### src/hw/rtl/fact_pkg.sv
// Shared types and constants for the flow anomaly counter table.
// Used by the key store, the counter store, the incrementer and the top level.
// No dependencies.
package fact_pkg;

    // Counter width. All counters saturate at all ones.
    localparam int CNT_W = 32;

    // Field widths of the input and output transactions.
    localparam int ADDR_W  = 32;
    localparam int PORT_W  = 16;
    localparam int CLASS_W = 3;
    localparam int CMD_W   = 2;
    localparam int SLOT_W  = 6;

    // Command codes carried in the input tuser.
    localparam logic [CMD_W-1:0] CMD_TIMING = 2'd0;
    localparam logic [CMD_W-1:0] CMD_COUNT  = 2'd1;
    localparam logic [CMD_W-1:0] CMD_RESET  = 2'd2;
    localparam logic [CMD_W-1:0] CMD_UNUSED = 2'd3;

    // Lookup key of one table entry.
    typedef struct packed {
        logic [ADDR_W-1:0] cli;
        logic [PORT_W-1:0] port;
        logic [ADDR_W-1:0] srv;
    } t_flow_key;

endpackage

### src/hw/rtl/fact_satinc.sv
// Shared saturating incrementer used for every counter update of the table.
// Depends on fact_pkg for the counter width.
module fact_satinc (
    input  logic [fact_pkg::CNT_W-1:0] i_value,
    output logic [fact_pkg::CNT_W-1:0] o_value
);
    import fact_pkg::*;

    // Hold at all ones, otherwise add one.
    assign o_value = (&i_value) ? i_value : i_value + CNT_W'(1);

endmodule

### config.mk
export PLATFORM = sky130hd
export DESIGN_NAME = fact_satinc
export DESIGN_NICKNAME = d
export VERILOG_FILES = /design/src/hw/rtl/fact_pkg.sv /design/src/hw/rtl/fact_satinc.sv
export SDC_FILE = /design/constraint.sdc
export NUM_CORES = 1
export LEC_CHECK = 0
export ABC_CLOCK_PERIOD_IN_PS = 2400
export BUFFER_PORTS_ARGS = -buffer_cell sky130_fd_sc_hd__buf_2
export CAP_MARGIN = 20
export CORE_UTILIZATION = 45
export DETAILED_ROUTE_END_ITERATION = 8
export GPL_ROUTABILITY_DRIVEN = 0
export PLACE_DENSITY = 0.93
export SETUP_SLACK_MARGIN = 0.1
export SYNTH_ARGS = -nofsm -noshare
export SYNTH_HDL_FRONTEND = slang
export SYNTH_SLANG_ARGS = --single-unit
### constraint.sdc
create_clock -name vclk -period 2.4
set_input_delay 0.12 -clock vclk [all_inputs]
set_output_delay 0.12 -clock vclk [all_outputs]
set_load 0.05 [all_outputs]
==> metrics.txt <==
crit share post-route=84.1%; number of clock buffers in the layout=0; area of the die=1960 sq um; Total Wirelength=2510 um; leading cell type in the layout, fill and taps excluded=buf_2; Layout area overhead=42.9%; top routing layer used=met4; M1 WL=1010 um; nets=217; Worst EP required=2280 ps; Die Ht=44.3 um; WS Path Type=primary input to primary output; Met2 Wirelength=1320 um; Hold Path Stages=3; Fillers=132; Fin. Hold Viols=0; cell breakdown of the critical path=buf_2 -> ha_1 -> nand3_1 -> or2_1 -> a211oi_2 -> and2b_1 -> xor2_1 -> buf_2; Leak=0.508 nW; initial drt markers=22; GRT Util Overall=25.0%; largest net degree at the start of global routing=10; cts repair resizes=0; status=complete, no violations; register area=0 sq um; DPL Wire Length=2130 um; Power Total=0.244 mW; IO Port Bufs=64; post-synthesis cell type count=32; initial antenna violation count=0; Slew HR=70.5%; HP Start=i_value[7]; sequential area share after synthesis=0%; Critical Path Most Common Cell=buf_2; most frequent cells in the layout=buf_2 (64), nand3_1 (18), xnor2_1 (16); ANT cells=0; post-route ant nets=0; highest-delay cell along the critical path=a211oi_2; Gate Count Post-Synth=119; Syn Area/Cell=6.76 sq um; total global routing overflow=0; Peak Freq=496 MHz; I/O pin count=64; Post-Syn Area=805 sq um; Least-Margin Pin Slew=442 ps; Buffers & Inverters on Critical Path=2; seq_cells=0; Worst setup SP type=primary input; RSZ-0062 raised after global routing=false; VDD IR max=0.000157 V; vias after detailed routing=1144; post-route minimum period=2020 ps; Worst setup EP type=primary output; Slew Limit Fails=0; drt drc=0; Rows=14; Post-CTS Hold Buffers=0; global-route wire length before repair=3930 um; WP data arrival=1900 ps; worst hold path class=primary input to primary output; drt wl/cell=12.2 um; Final TNS setup=0 ps; hold-critical path endpoint=o_value[7]; vias in the first global route=972; placed insts=206; kind of cell adding the most delay to the critical path=simple AND/OR/NAND/NOR gates; Crit Path Max Fanout=6; post-CTS setup buffer count=0; Die Wd=44.3 um; Syn. warnings=0; slowest stage delay, CP=430 ps; Power Dens Cells=212 nW/um^2; core area=1590 sq um; DR pass1 iterations=4; layout cells sized above 1=41.2%; # Max-Cap Violations=0; syn_nets=152; Via-to-Cell Ratio=5.55; Non-Filler Instances=206; Initial Util=50.5%; final setup violation count=0; met3 WL=161 um
-- routing by layer --
| layer | track usage (%) | up-vias |
|---|---|---|
| li1 | - | 575 |
| met1 | 28.5 | 507 |
| met2 | 50.0 | 60 |
| met3 | 1.22 | 2 |
| met4 | 5.45 | 0 |
| met5 | 0 | - |
-- cell type report --
class	instances	area, sq um	share of cell area (%)
Inverter	1	3.75	0.326
Tap cell	24	30.0	2.61
Timing Repair Buffer	65	328	28.5
Multi-Input combinational cell	116	788	68.6
-- cell families (layout without fill, tap and decap cells) --
family / Yosys count / after routing / synth area share (%)
AO/OA/AOI/OAI: 11 / 11 / 9.49
XOR/XNOR: 26 / 26 / 28.3
adder cells (fa/ha/maj): 1 / 1 / 1.55
buffers and inverters: 3 / 66 / 2.02
multiplexers: 1 / 1 / 1.24
AND/OR/NAND/NOR: 77 / 77 / 57.4
-- how the worst max path moves through the flow --
stage                    start     endpoint  slack (ps)  cells past startpoint
finish              i_value[0]  o_value[14]         380                      8
detailed placement  i_value[0]  o_value[14]         390                      8
CTS                 i_value[0]  o_value[14]         380                      8
floorplan           i_value[0]  o_value[18]         310                      6
global placement    i_value[0]  o_value[14]         470                      8
global route        i_value[0]   o_value[4]         200                      8
-- cell usage after synthesis, types with 2 or more instances --
cell type / instances / area, sq um
nand2_1: 15 / 56.3
a21oi_1: 4 / 20.0
nor3_1: 5 / 25.0
and2b_1: 2 / 15.0
xnor2_1: 16 / 140
and3_1: 5 / 31.3
xor2_1: 10 / 87.6
nor3_2: 2 / 20.0
nor2_1: 9 / 33.8
a211oi_1: 2 / 15.0
nand3_1: 18 / 90.1
a31oi_1: 2 / 12.5
nand4_2: 2 / 25.0
nand4_1: 9 / 56.3
-- power breakdown --
group / switching (mW) / internal (mW)
logic: 0.179 / 0.0649
registers: 0 / 0
clock network: 0 / 0
-- per-stage QoR --
| stage | hold slack (ps) | cell area [sq um] | worst slack, ps | utilization [%] |
|---|---|---|---|---|
| after floorplan | 512 | 805 | 315 | - |
| after global placement | 599 | 1150 | 469 | 72.1 |
| after detailed placement | 603 | 1150 | 393 | 72.1 |
| after CTS | 605 | 1150 | 380 | 72.1 |
| after global routing | 608 | 1150 | 196 | 72.1 |
| final | 604 | 1150 | 383 | 72.1 |
(Power assumes the default switching activity.)
